==> src/hw/rtl/cssp_pkg.sv <==
`timescale 1ns / 1ps
// ----------------------------------------------------------------------------
// cssp_pkg: shared types and constants for the support point core
// Item structs, shape codes and fixed point constants.
// ----------------------------------------------------------------------------
package cssp_pkg;

  localparam int unsigned MaxPoints = 256;
  localparam int unsigned IdxBits   = 8;
  localparam int unsigned CoordBits = 16;
  localparam int unsigned FracBits  = CoordBits - 4;
  localparam int unsigned DotBits   = 2 * CoordBits + 2;
  localparam int unsigned SqBits    = 2 * CoordBits + 2;
  localparam int unsigned RootBits  = SqBits / 2;
  localparam int unsigned NumBits   = CoordBits + FracBits + 2;

  localparam logic signed [CoordBits-1:0] OneVal = CoordBits'(1 << FracBits);
  localparam logic signed [CoordBits-1:0] NegOne = -OneVal;

  localparam logic [2:0] ShapeCube     = 3'd0;
  localparam logic [2:0] ShapeSphere   = 3'd1;
  localparam logic [2:0] ShapeCapsule  = 3'd2;
  localparam logic [2:0] ShapeMesh     = 3'd3;
  localparam logic [2:0] ShapeTriangle = 3'd4;

  localparam logic       OpWrite = 1'b0;
  localparam logic       OpQuery = 1'b1;

  localparam logic       RegShapeKind  = 1'b0;
  localparam logic       RegPointCount = 1'b1;

  typedef struct packed {
    logic                        op;
    logic [IdxBits-1:0]          point_index;
    logic signed [CoordBits-1:0] point_x;
    logic signed [CoordBits-1:0] point_y;
    logic signed [CoordBits-1:0] point_z;
    logic signed [CoordBits-1:0] dir_x;
    logic signed [CoordBits-1:0] dir_y;
    logic signed [CoordBits-1:0] dir_z;
  } in_item_t;

  typedef struct packed {
    logic signed [CoordBits-1:0] support_x;
    logic signed [CoordBits-1:0] support_y;
    logic signed [CoordBits-1:0] support_z;
    logic [IdxBits-1:0]          chosen_index;
    logic                        no_points;
  } out_item_t;

  typedef struct packed {
    logic signed [CoordBits-1:0] x;
    logic signed [CoordBits-1:0] y;
    logic signed [CoordBits-1:0] z;
  } vec_t;

endpackage

==> src/hw/rtl/cssp_divider.sv <==
`timescale 1ns / 1ps
// ----------------------------------------------------------------------------
// cssp_divider: restoring divider, one quotient bit per cycle
// Computes num / den for unsigned operands; shared by all normalize steps.
// ----------------------------------------------------------------------------
module cssp_divider import cssp_pkg::*; (
  input  logic                clk_i,
  input  logic                rst_ni,
  input  logic                start_i,
  input  logic [NumBits-1:0]  num_i,
  input  logic [RootBits:0]   den_i,
  output logic                done_o,
  output logic [NumBits-1:0]  quot_o
);

  localparam int unsigned CntBits = $clog2(NumBits + 1);

  logic [NumBits-1:0]  quot_q, quot_d;
  logic [RootBits+1:0] rem_q, rem_d;
  logic [RootBits:0]   den_q, den_d;
  logic [CntBits-1:0]  cnt_q, cnt_d;
  logic                busy_q, busy_d;
  logic                done_q, done_d;
  logic [RootBits+1:0] trial;

  always_comb begin
    quot_d = quot_q;
    rem_d  = rem_q;
    den_d  = den_q;
    cnt_d  = cnt_q;
    busy_d = busy_q;
    done_d = 1'b0;
    trial  = {rem_q[RootBits:0], quot_q[NumBits-1]};
    if (start_i) begin
      quot_d = num_i;
      rem_d  = '0;
      den_d  = den_i;
      cnt_d  = CntBits'(NumBits);
      busy_d = 1'b1;
    end else if (busy_q) begin
      if (trial >= {1'b0, den_q}) begin
        rem_d  = trial - {1'b0, den_q};
        quot_d = {quot_q[NumBits-2:0], 1'b1};
      end else begin
        rem_d  = trial;
        quot_d = {quot_q[NumBits-2:0], 1'b0};
      end
      cnt_d = cnt_q - 1'b1;
      if (cnt_q == CntBits'(1)) begin
        busy_d = 1'b0;
        done_d = 1'b1;
      end
    end
  end

  always_ff @(posedge clk_i or negedge rst_ni) begin
    if (!rst_ni) begin
      busy_q <= 1'b0;
      done_q <= 1'b0;
      cnt_q  <= '0;
    end else begin
      busy_q <= busy_d;
      done_q <= done_d;
      cnt_q  <= cnt_d;
    end
  end

  always_ff @(posedge clk_i) begin
    quot_q <= quot_d;
    rem_q  <= rem_d;
    den_q  <= den_d;
  end

  assign done_o = done_q;
  assign quot_o = quot_q;

endmodule

==> config.mk <==
export PLATFORM = sky130hd
export DESIGN_NAME = cssp_divider
export DESIGN_NICKNAME = d
export VERILOG_FILES = /design/src/hw/rtl/cssp_pkg.sv /design/src/hw/rtl/cssp_divider.sv
export SDC_FILE = /design/constraint.sdc
export NUM_CORES = 1
export LEC_CHECK = 0
export BUFFER_PORTS_ARGS = -buffer_cell sky130_fd_sc_hd__buf_2
export CAP_MARGIN = 20
export CORE_ASPECT_RATIO = 1.25
export CORE_MARGIN = 3
export CORE_UTILIZATION = 40
export DETAILED_ROUTE_END_ITERATION = 8
export HOLD_SLACK_MARGIN = 0.03
export PLACE_DENSITY_LB_ADDON = 0.15
export SLEW_MARGIN = 30
export SYNTH_ARGS = -nofsm -noshare
export SYNTH_HDL_FRONTEND = slang
export SYNTH_SLANG_ARGS = --single-unit
==> constraint.sdc <==
create_clock -name clk_i -period 2.4 [get_ports clk_i]
set_input_delay 0 -clock clk_i [delete_from_list [all_inputs] [get_ports clk_i]]
set_output_delay 0 -clock clk_i [all_outputs]
set_load 0.05 [all_outputs]
Yosys cells after proc, flatten, opt, wreduce, memory -nomap -nowiden:

Cells that the tools add are included.

* $add $sub $neg: 2
* multipliers: 0
* divide/modulo/power cells: 0
* order comparisons: 1
* equality and inequality tests: 1
* shift-type cells: 0
* mux-type cells: 12
* bitwise logic cells: 0
* reduce and logical (&&, ||, !) cells: 1

Operators with widths (count)
* $mux 30: 2
* $ge 19x18->1: 1
* $mux 18: 1
* $sub 18x18->18: 1
* $mux 5: 2
* $mux 1: 7
* $eq 5x1->1 const B: 1
* $sub 5x1->5 const B: 1
* $reduce_bool 2->1: 1

* register bits after elaboration: 73
* latch bits: 0
* RAM bits: 0
* memory bits (read-only): 0
* input bits: 51
* output and inout port bits: 31
* word-level logic and storage cells: 23
* memories: 0

Depth between registers and ports, before layout:

Gate-level depths: netlist of the first run.

* word-level depth: 4
* mapped depth: 11
* gate-level depth less buffers: 10

Worst setup path after synthesis of the first run:

OpenSTA, ideal clock, no wires.

* path type: register -> register
* start: register quot_q[29] (netlist: quot_o[29])
* end: register rem_q[16]
* library setup time: 0.135 ns
* arrival time: 2.444 ns
* required time: 2.265 ns
* path slack: -0.179 ns
* stages on the path, launching flop included: 11
* buffers on the path: 0
* clock period less this slack: 2.579 ns
* path through: edfxtp_1 -> inv_1 -> ha_1 -> inv_1 -> fa_1 -> a211oi_1 -> o21ai_1 -> nand3_1 -> a21oi_1 -> a2111oi_0 -> o211ai_1

* word-level cells in the longest chain between the ends: 2
* elaborated cells between the ends (all ways): 3
* classes of those cells: add/sub: 1; order compare: 1; mux: 1

RTL lines
* from (decl): line cssp_divider.sv:18 `logic [NumBits-1:0] quot_q, quot_d;`
* from (signal assigned): line cssp_divider.sv:69 `quot_q <= quot_d;`
* $sub 18x18->18 / $ge 19x18->1 (equally long branches): line cssp_divider.sv:42, cssp_divider.sv:41
* $mux 18 *: line cssp_divider.sv:41 `if (trial >= {1'b0, den_q}) begin`
* to (signal assigned): line cssp_divider.sv:70 `rem_q <= rem_d;`
* to (decl): line cssp_divider.sv:19 `logic [RootBits+1:0] rem_q, rem_d;`

Mark *: on every way between the ends. The rest lies on a longest branch, timed or not.
A chain may end at the register's enable or synchronous reset.

Final worst setup path of the first run:

* start: register den_q[4]
* end: register rem_q[0]

* word-level cells in the longest chain between the ends: 2

RTL lines
* from (decl): line cssp_divider.sv:20 `logic [RootBits:0] den_q, den_d;`
* from (signal assigned): line cssp_divider.sv:71 `den_q <= den_d;`
* $ge 19x18->1: line cssp_divider.sv:41
* $mux 18: line cssp_divider.sv:41

Every way passes these cells.

==> metrics.txt, run 1 <==
Worst path max stage delay=380 ps; WL per Instance=15.0 um; yosys synthesis warning count=0; CTS max path bufs=2; GRT overflow=0; Yosys cell types=66; antenna violations before repair=0; DR pass1 iterations=4; WL final=9.68 mm; fin cells=647; IO buf count=81; Via-to-Cell Ratio=5.13; placed cell count=582; layout cells sized above 1=32.2%; top cell type by total area after synthesis=edfxtp_1; Post-Synthesis Cells=374; final setup fails=0; Crit. End Element=flip-flop; Cell Area, Synth=0.00408 sq mm; Max VDD drop=0.422 mV; maximum clock rate=0.440 GHz; Max-cap violations=0; clock root buffer master=clkbuf_16; Int Pwr=2510 uW; CP startpoint kind=flip-flop; worst skew pair latency=340 ps; most frequent CP cell=inv_1; area post-placement=0.00472 sq mm; initial DRC count=154; Design Area, Final=0.00556 sq mm; Core Util, Final=57.0%; die height=119 um; RSZ-0062 raised after global routing=yes; number of flops mapped to enable cells by yosys=48; ANT cells=0; Slew Limit Fails=0; top-area cell type share of the netlist area=35.3%; vias=3320; Cell Chain, Critical Path=inv_1 > ha_1 > a2111oi_2 > inv_1 > o21ai_2 > a31o_1 > mux2_4 > a211oi_2; final hold slack=33.0 ps; NetSw=969 uW; min Tclk post-route=2270 ps; Setup TNS=0 ps; die area=0.0115 sq mm; dpl hpwl=6.77 mm; endpoints failing hold=0; Net Sw Frac=27.9%; CTS tree=built; slowest stage cell, crit path=a2111oi_2; fraction of registers with async set/reset=9.59%; vias in the first global route=3298; DIE WIDTH=96.4 um; Largest delay share family, worst path=compound AO/OA/AOI/OAI gates; CTS Buf Count=9; Initial Utilization=41.8%; site row count=40; setup bufs post-CTS=0; Tightest Pin Transition=511 ps; multi-input logic area=0.00198 sq mm; number of I/O pins=82; Sinks on Clock Net=73; core footprint=0.00976 sq mm; Worst-path clk slew=60 ps; Req. time, crit path=2670 ps; critical path fanouts, max=6; worst r2r src=den_q[4]$_DFFE_PP_; synth top area cells=edfxtp_1 35%, dfxtp_1 8.8%, mux2_2 8.0%, ha_1 6.1%, dfrtp_1 4.3%; status=finished, final reports clean; GRT Overall Usage=18.1%; Nets=588; synthesized flop and latch total=73; largest net degree at the start of global routing=51; register area=0.00198 sq mm; Seq pwr share=42.6%; Clock Power Share=38.3%; Most used DFF post-synth=edfxtp_1; part of the Yosys area used for sequential elements=48.4%; CTS H-tree depth=3; Routability Congestion=0.857; DRT antenna net count=0; Crit. Startpoint=den_q[4]$_DFFE_PP_; Layout area overhead=36.3%; Critical Path AT=2540 ps; combinational power share=19.1%; fill count=860; Pleak=0.00236 uW; post-synthesis area per instance=10.9 sq um; Pwr per Cell Area=625 mW/mm^2; Final period util=94.6%; Synth Net Count=446; Setup CP Type=flip-flop to flip-flop; crit path buf inv count=2; clk_skew=5.34 ps; # DRC=0; Hold Crit Class=input pin to async pin; global-route wire length before repair=15.9 mm; Slew Limit Headroom=66.0%
-- power groups by stage --
| stage | combinational, uW | clock (uW) | sequential, uW |
|---|---|---|---|
| finish | 663 | 1330 | 1480 |
| global route | 717 | 1430 | 1490 |
| CTS | 654 | 1370 | 1480 |
| detailed placement | 593 | 0 | 1510 |
| global placement | 584 | 0 | 1500 |
| floorplan | 247 | 0 | 1690 |
-- routing by layer --
metal,track usage [%],up-vias,part of all wire (%)
met1,22.4,1564,44
met4,6.14,0,2.0
met2,29.8,65,51
met3,5.24,15,3.6
li1,-,1676,-
met5,0,-,0
-- area by class of cell --
class	instances	area share (%)
multi-input combinational	257	35.6
sequential	73	35.5
timing repair buffer	150	19.0
clock buffer	9	4.05
tap	126	2.83
inverter	25	1.69
clock inverter	7	1.24
-- final timing paths --
kind	endpoint	slack, ps	cells past startpoint
hold reg to reg	rem_q[12]$_SDFFE_PP0P_	480	2
max in group asynchronous	cnt_q[2]$_DFFE_PN0P_	2210	2
min in group clk_i	cnt_q[0]$_DFFE_PN0P_	120	2
setup / recovery	rem_q[0]$_SDFFE_PP0P_	130	8
setup reg to reg	rem_q[0]$_SDFFE_PP0P_	130	8
hold / removal	cnt_q[4]$_DFFE_PN0P_	30	2
-- what timing repair did --
item | 4_1_cts | 5_1_grt
hold buffers | 49 | 0
resized for setup | 0 | 13
setup endpoints to repair | 0 | 16
hold endpoints to repair | 55 | 0
-- per-stage QoR --
stage	worst slack [ps]	total power (uW)
6_report	130	3480
5_1_grt	-12.7	3640
4_1_cts	37.2	3500
3_5_place_dp	26.9	2100
3_3_place_gp	106	2090
2_1_floorplan	17.4	1930
-- flip-flops by register name (all words and copies together) (netlist names) --
signal  cells
quot_o     30
den_q      18
busy_q      1
cnt_q       5
done_o      1
rem_q      18
-- synth_stat cells, types with 5 or more instances --
cell type	count
xor2_1	5
xnor2_1	8
clkbuf_1	10
dfxtp_1	18
ha_1	20
nor3_1	5
a21o_1	5
dfrtp_1	7
mux2_2	29
inv_1	25
nor2_1	27
a21oi_1	12
edfxtp_1	48
nand2_1	28
o21ai_0	17
nand2b_1	11
mux2i_1	5
a311oi_1	5
nand3_1	5
-- placed cells by master (no fill, tap or decap), types with 3 or more instances in the layout --
cell,count
inv_1,25
and3_1,4
edfxtp_1,48
o31ai_1,3
dlygate4sd3_1,49
xor2_1,5
nor3_1,5
dfrtp_1,7
ha_1,18
nand4_1,4
a211oi_1,3
clkbuf_16,9
nand2_1,28
nor2_1,27
o21a_1,3
a22oi_1,4
o21ai_0,17
mux2_2,29
a21o_1,5
a311oi_1,5
nand3_1,5
a21oi_1,10
buf_2,81
dfxtp_1,18
nand2b_1,11
mux2i_1,5
a21oi_2,4
xnor2_1,8
buf_4,19
-- kinds of logic after synthesis --
logic type               after synthesis  share of synthesized area (%)
AO/OA/AOI/OAI                         84                           14.7
XOR/XNOR                              13                           2.79
AND/OR/NAND/NOR                      104                           13.1
flip-flops                            73                           48.4
buffers and inverters                 44                           4.78
multiplexers                          35                           9.59
adder cells (fa/ha/maj)               21                           6.62
Note: power is estimated with default switching activity, not from simulation.
==> inputs of run 2 (changes only) <==
- PLACE_DENSITY: unset -> 0.66
- PLACE_DENSITY_LB_ADDON: 0.15 -> unset
==> run 2 against run 1 <==
Net effect:
- wire length grew 0.15%
- count of clock-buffer cells in the layout up 1
- power down 3.0%
- register-to-register slack worse by 30 ps
- clock skew barely moved
- critical path depth unchanged
- utilization shrank 0.56 points
- sequential cell count did not move
- die area stayed put
- fmax decreased by 1.5%
- non-clock buffer count unchanged
- critical endpoint is now rem_q[16]$_SDFFE_PP0P_
- largest cell class is now flip-flops and latches
- highest routed layer unchanged
==> metrics.txt, run 2 (same netlist as run 1, synthesis figures left out) <==
DR pass1 iterations=4 (unchanged); clk_skew=5.68 ps (was 5.34 ps); Setup TNS=0 ps (unchanged); RSZ-0062 raised after global routing=yes (unchanged); worst skew pair latency=330 ps (was 340 ps); Critical Path AT=2560 ps (was 2540 ps); maximum clock rate=0.434 GHz (was 0.440 GHz); worst r2r src=den_q[8]$_DFFE_PP_ (was den_q[4]$_DFFE_PP_); GRT Overall Usage=17.6% (was 18.1%); crit path buf inv count=2 (unchanged); Worst-path clk slew=60 ps (about the same); antenna violations before repair=0 (unchanged); Core Util, Final=56.4% (was 57.0%); global-route wire length before repair=15.9 mm (about the same); Pwr per Cell Area=612 mW/mm^2 (was 625 mW/mm^2); slowest stage cell, crit path=o311a_1 (was a2111oi_2); GRT overflow=0 (unchanged); CTS H-tree depth=3 (unchanged); Pleak=0.00234 uW (was 0.00236 uW); Tightest Pin Transition=566 ps (was 511 ps); Setup CP Type=flip-flop to flip-flop (unchanged); endpoints failing hold=0 (unchanged); Slew Limit Headroom=62.3% (was 66.0%); vias in the first global route=3421 (was 3298); status=finished, final reports clean (unchanged); Final period util=96.0% (was 94.6%); leading cell type in the layout, fill and taps excluded=buf_2 (unchanged); commonest cells after routing, fill and taps aside=81 x buf_2, 49 x dlygate4sd3_1, 48 x edfxtp_1, 29 x mux2_2, 28 x nand2_1 (unchanged); Largest delay share family, worst path=compound AO/OA/AOI/OAI gates (unchanged); CTS tree=built (unchanged); Sinks on Clock Net=73 (unchanged); initial DRC count=178 (was 154); Largest register FFs=30 (unchanged); final setup margin=95.7 ps (was 130 ps); Initial Utilization=41.8% (unchanged); FF-to-FF setup slack=100 ps (was 130 ps); largest net degree at the start of global routing=35 (was 51); vias=3369 (was 3320); DIE WIDTH=96.4 um (unchanged); R2R Path End=rem_q[16]$_SDFFE_PP0P_ (was rem_q[0]$_SDFFE_PP0P_); Routability Congestion=0.883 (was 0.857); dpl hpwl=6.61 mm (was 6.77 mm); WL per Instance=15.0 um (about the same); Cell Chain, Critical Path=inv_1 > ha_1 > nand4_1 > o311a_1 > a31o_4 > buf_4 > or2_1 > o211ai_1 (was inv_1 > ha_1 > a2111oi_2 > inv_1 > o21ai_2 > a31o_1 > mux2_4 > a211oi_2); Hold Crit Class=input pin to async pin (unchanged); final setup fails=0 (unchanged); number of I/O pins=82 (unchanged); FF-to-FF path depth=8 (unchanged); core footprint=0.00976 sq mm (unchanged); IO buf count=81 (unchanged); CP startpoint kind=flip-flop (unchanged); # DRC=0 (unchanged); Max VDD drop=0.409 mV (was 0.422 mV); Slew Limit Fails=0 (unchanged); layout cells sized above 1=31.9% (was 32.2%); Layout area overhead=34.9% (was 36.3%); site row count=40 (unchanged); ANT cells=0 (unchanged); WL final=9.69 mm (was 9.68 mm); Nets=588 (unchanged); Worst path max stage delay=430 ps (was 380 ps); Crit. End Element=flip-flop (unchanged); DP Worst Slack=79.5 ps (was 26.9 ps); die height=119 um (unchanged); CTS max path bufs=2 (unchanged); clock root buffer master=clkbuf_16 (unchanged); die area=0.0115 sq mm (unchanged); Req. time, crit path=2650 ps (was 2670 ps); CTS Buf Count=9 (unchanged); critical path fanouts, max=7 (was 6); DRT antenna net count=0 (unchanged); Via-to-Cell Ratio=5.21 (was 5.13); min Tclk post-route=2300 ps (was 2270 ps); Max-cap violations=0 (unchanged)
run 2: changes by cell type in the layout (fill, tap and decap cells not counted), sizes merged:
cell      before  now
clkinv         4    1
clkinvlp       1    4
bufinv         1    0
clkbuf         9   10
run 2: how the worst max path moves through the flow:
| stage | from | end | slack [ps] | depth (start not counted) |
|---|---|---|---|---|
| 4_1_cts | den_q[14]$_DFFE_PP_ | rem_q[0]$_SDFFE_PP0P_ | 60 | 8 |
| 6_report | den_q[8]$_DFFE_PP_ | rem_q[16]$_SDFFE_PP0P_ | 100 | 8 |
| 3_3_place_gp | quot_o[29]$_DFFE_PP_ | rem_q[16]$_SDFFE_PP0P_ | 140 | 10 |
| 2_1_floorplan | quot_o[29]$_DFFE_PP_ | rem_q[16]$_SDFFE_PP0P_ | 20 | 10 |
| 3_5_place_dp | den_q[14]$_DFFE_PP_ | rem_q[0]$_SDFFE_PP0P_ | 80 | 8 |
| 5_1_grt | quot_o[29]$_DFFE_PP_ | rem_q[16]$_SDFFE_PP0P_ | -20 | 10 |
run 2: cell type report:
class / count / area [sq um]
multi-input combinational: 257 / 1960
fill: 845 / 4250
tap: 126 / 158
inverter: 25 / 93.8
sequential: 73 / 1980
clock inverter: 6 / 43.8
clock buffer: 10 / 229
timing repair buffer: 150 / 1050
run 2: metal layers:
layer	wire [um]	vias up	global-route usage [%]
met2	5100	78	29.6
li1	-	1670	-
met3	387	20	3.47
met5	0	-	0
met1	3970	1601	21.4
met4	232	0	7.54
run 2: where the power goes:
group	leakage (uW)	internal [uW]	switching, uW	total (uW)
Clock	0.000121	700	521	1220
Sequential	0.000714	1440	44.7	1480
Combinational	0.00150	269	398	667
run 2: what timing repair did:
item	4_1_cts	5_1_grt
resized for setup	0	11
hold buffers	49	0
endpoints found under the hold margin	55	0
setup buffers	0	0
endpoints found under the setup margin	0	12
run 2: per-stage QoR:
| stage | cells | instance area, sq um | total power [uW] | hold slack, ps |
|---|---|---|---|---|
| after floorplan | 374 | 4090 | 1930 | -296 |
| after global placement | 582 | 4710 | 2090 | -161 |
| after detailed placement | 582 | 4710 | 2100 | -158 |
| after CTS | 647 | 5470 | 3390 | 37.8 |
| after global routing | 647 | 5510 | 3500 | 69.6 |
| final | 647 | 5510 | 3370 | 33.6 |
==> inputs of run 3 (changes only) <==
- CORE_UTILIZATION: 40 -> 35
- PLACE_DENSITY: 0.66 -> 0.6
==> run 3 against run 2 <==
Net effect:
- setup slack improved by 10 ps
- sequential cell count did not move
- first-iteration DRC count shrank 24%
- register-to-register slack hardly changed
- sequential share of layout area decreased by 0.59 points
- count of clock-buffer cells in the layout is 1 lower
- wire length up 2.2%
- largest power group unchanged
==> metrics.txt, run 3 (same netlist as run 1, synthesis figures left out) <==
Setup CP Type=flip-flop to flip-flop (unchanged); vias in the first global route=3334 (was 3421); endpoints failing hold=0 (unchanged); maximum clock rate=0.436 GHz (was 0.434 GHz); die height=127 um (was 119 um); core footprint=0.0112 sq mm (was 0.00976 sq mm); critical path fanouts, max=3 (was 7); Worst-path clk slew=60 ps (about the same); Core Util, Final=49.8% (was 56.4%); Design Area, Final=0.00560 sq mm (was 0.00551 sq mm); DIE WIDTH=103 um (was 96.4 um); slowest stage cell, crit path=a211o_1 (was o311a_1); Via-to-Cell Ratio=5.13 (was 5.21); ANT cells=0 (unchanged); Critical Path AT=2500 ps (was 2560 ps); combinational power share=18.6% (was 19.8%); Layout area overhead=37.2% (was 34.9%); largest net degree at the start of global routing=31 (was 35); Clock Power Share=40.2% (was 36.2%); Routability Congestion=0.941 (was 0.883); final setup fails=0 (unchanged); DP Worst Slack=-72.9 ps (was 79.5 ps); Crit. End Element=flip-flop (unchanged); fin cells=660 (was 647); Cell Chain, Critical Path=inv_1 > ha_1 > a211o_1 > a31o_2 > a41oi_1 > a21oi_1 > a2111oi_2 > o211ai_1 (was inv_1 > ha_1 > nand4_1 > o311a_1 > a31o_4 > buf_4 > or2_1 > o211ai_1); final setup margin=106 ps (was 95.7 ps); Pleak=0.00239 uW (was 0.00234 uW); NetSw=972 uW (was 964 uW); layout cells sized above 1=32.6% (was 31.9%); clk_skew=5.45 ps (was 5.68 ps); RSZ-0062 raised after global routing=yes (unchanged); Int Pwr=2620 uW (was 2410 uW); CTS H-tree depth=3 (unchanged); leading cell type in the layout, fill and taps excluded=buf_2 (unchanged); DR pass1 iterations=4 (unchanged); Net Sw Frac=27.1% (was 28.6%); Largest delay share family, worst path=compound AO/OA/AOI/OAI gates (unchanged); DRT antenna net count=0 (unchanged); GRT Overall Usage=15.6% (was 17.6%); clock root buffer master=clkbuf_16 (unchanged); number of I/O pins=82 (unchanged); Slew Limit Fails=0 (unchanged); Hold Crit Class=input pin to async pin (unchanged); worst skew pair latency=330 ps (about the same); multi-input logic area=0.00197 sq mm (was 0.00196 sq mm); register area=0.00198 sq mm (unchanged); global-route wire length before repair=15.9 mm (about the same); Req. time, crit path=2600 ps (was 2650 ps); Initial Utilization=36.3% (was 41.8%); Pwr per Cell Area=641 mW/mm^2 (was 612 mW/mm^2); CTS max path bufs=2 (unchanged); WL per Instance=15.0 um (about the same); WL final=9.90 mm (was 9.69 mm); crit path buf inv count=1 (was 2); GRT overflow=0 (unchanged); Sinks on Clock Net=73 (unchanged); CP startpoint kind=flip-flop (unchanged); setup bufs post-CTS=0 (unchanged); area post-placement=0.00475 sq mm (was 0.00471 sq mm); Slew Limit Headroom=66.5% (was 62.3%); status=finished, final reports clean (unchanged); Largest register FFs=30 (unchanged); initial DRC count=135 (was 178); min Tclk post-route=2290 ps (was 2300 ps); Max-cap violations=0 (unchanged); antenna violations before repair=0 (unchanged); commonest cells after routing, fill and taps aside=81 x buf_2, 49 x dlygate4sd3_1, 48 x edfxtp_1, 29 x mux2_2, 28 x nand2_1 (unchanged); placed cell count=595 (was 582); Max VDD drop=0.335 mV (was 0.409 mV); dpl hpwl=7.00 mm (was 6.61 mm); IO buf count=81 (unchanged); Seq pwr share=41.3% (was 44.0%); fill count=986 (was 845); CTS tree=built (unchanged); Tightest Pin Transition=502 ps (was 566 ps); site row count=43 (was 40); vias=3383 (was 3369); Nets=592 (was 588); final hold slack=47.7 ps (was 33.6 ps); Final period util=95.6% (was 96.0%); CTS Buf Count=9 (unchanged); # DRC=0 (unchanged); Worst path max stage delay=340 ps (was 430 ps); die area=0.0130 sq mm (was 0.0115 sq mm)
## run 3: layout make-up
cell class,instances,share of cell area [%]
clock buffers,9,4.02
clock inverters,7,1.68
inverters,25,1.68
multi-input cells,257,35.1
flip-flops and latches,73,35.3
well taps,135,3.02
repair buffers,154,19.2
## run 3: per-stage QoR
stage / total power (uW) / setup TNS, ps
after global routing: 3730 / -84.6
after detailed placement: 2100 / -89.3
after CTS: 3620 / 0
after floorplan: 1930 / 0
after global placement: 2090 / -0.502
final: 3590 / 0
## run 3: power groups by stage
stage | registers [uW] | clock network [uW] | logic (uW)
after floorplan | 1690 | 0 | 247
after global placement | 1500 | 0 | 591
after detailed placement | 1510 | 0 | 597
after CTS | 1480 | 1480 | 662
after global routing | 1490 | 1530 | 716
final | 1480 | 1440 | 666
## run 3: path summary, 6_finish.rpt
| kind | start | to | slack (ps) | cells past startpoint |
|---|---|---|---|---|
| worst max-delay path | den_q[8]$_DFFE_PP_ | rem_q[16]$_SDFFE_PP0P_ | 110 | 8 |
| worst min-delay path | rst_ni | cnt_q[1]$_DFFE_PN0P_ | 50 | 2 |
| worst max register to register | den_q[8]$_DFFE_PP_ | rem_q[16]$_SDFFE_PP0P_ | 110 | 8 |
| worst min register to register | rem_q[17]$_SDFFE_PP0P_ | rem_q[17]$_SDFFE_PP0P_ | 500 | 2 |
| max in group asynchronous | rst_ni | busy_q$_DFF_PN0_ | 2190 | 2 |
| min in group clk_i | start_i | cnt_q[0]$_DFFE_PN0P_ | 90 | 2 |
## run 3: what timing repair did
action / 4_1_cts / 5_1_grt
hold endpoints to repair: 55 / 0
resized for setup: 3 / 10
hold buffers: 49 / 0
pin swaps: 0 / 1
setup endpoints to repair: 5 / 13
## run 3: per-layer routing
layer | GRT usage [%] | part of all wire (%)
met1 | 18.4 | 41
met2 | 27.3 | 54
met3 | 3.41 | 3.3
met4 | 5.71 | 1.4
met5 | 0 | 0
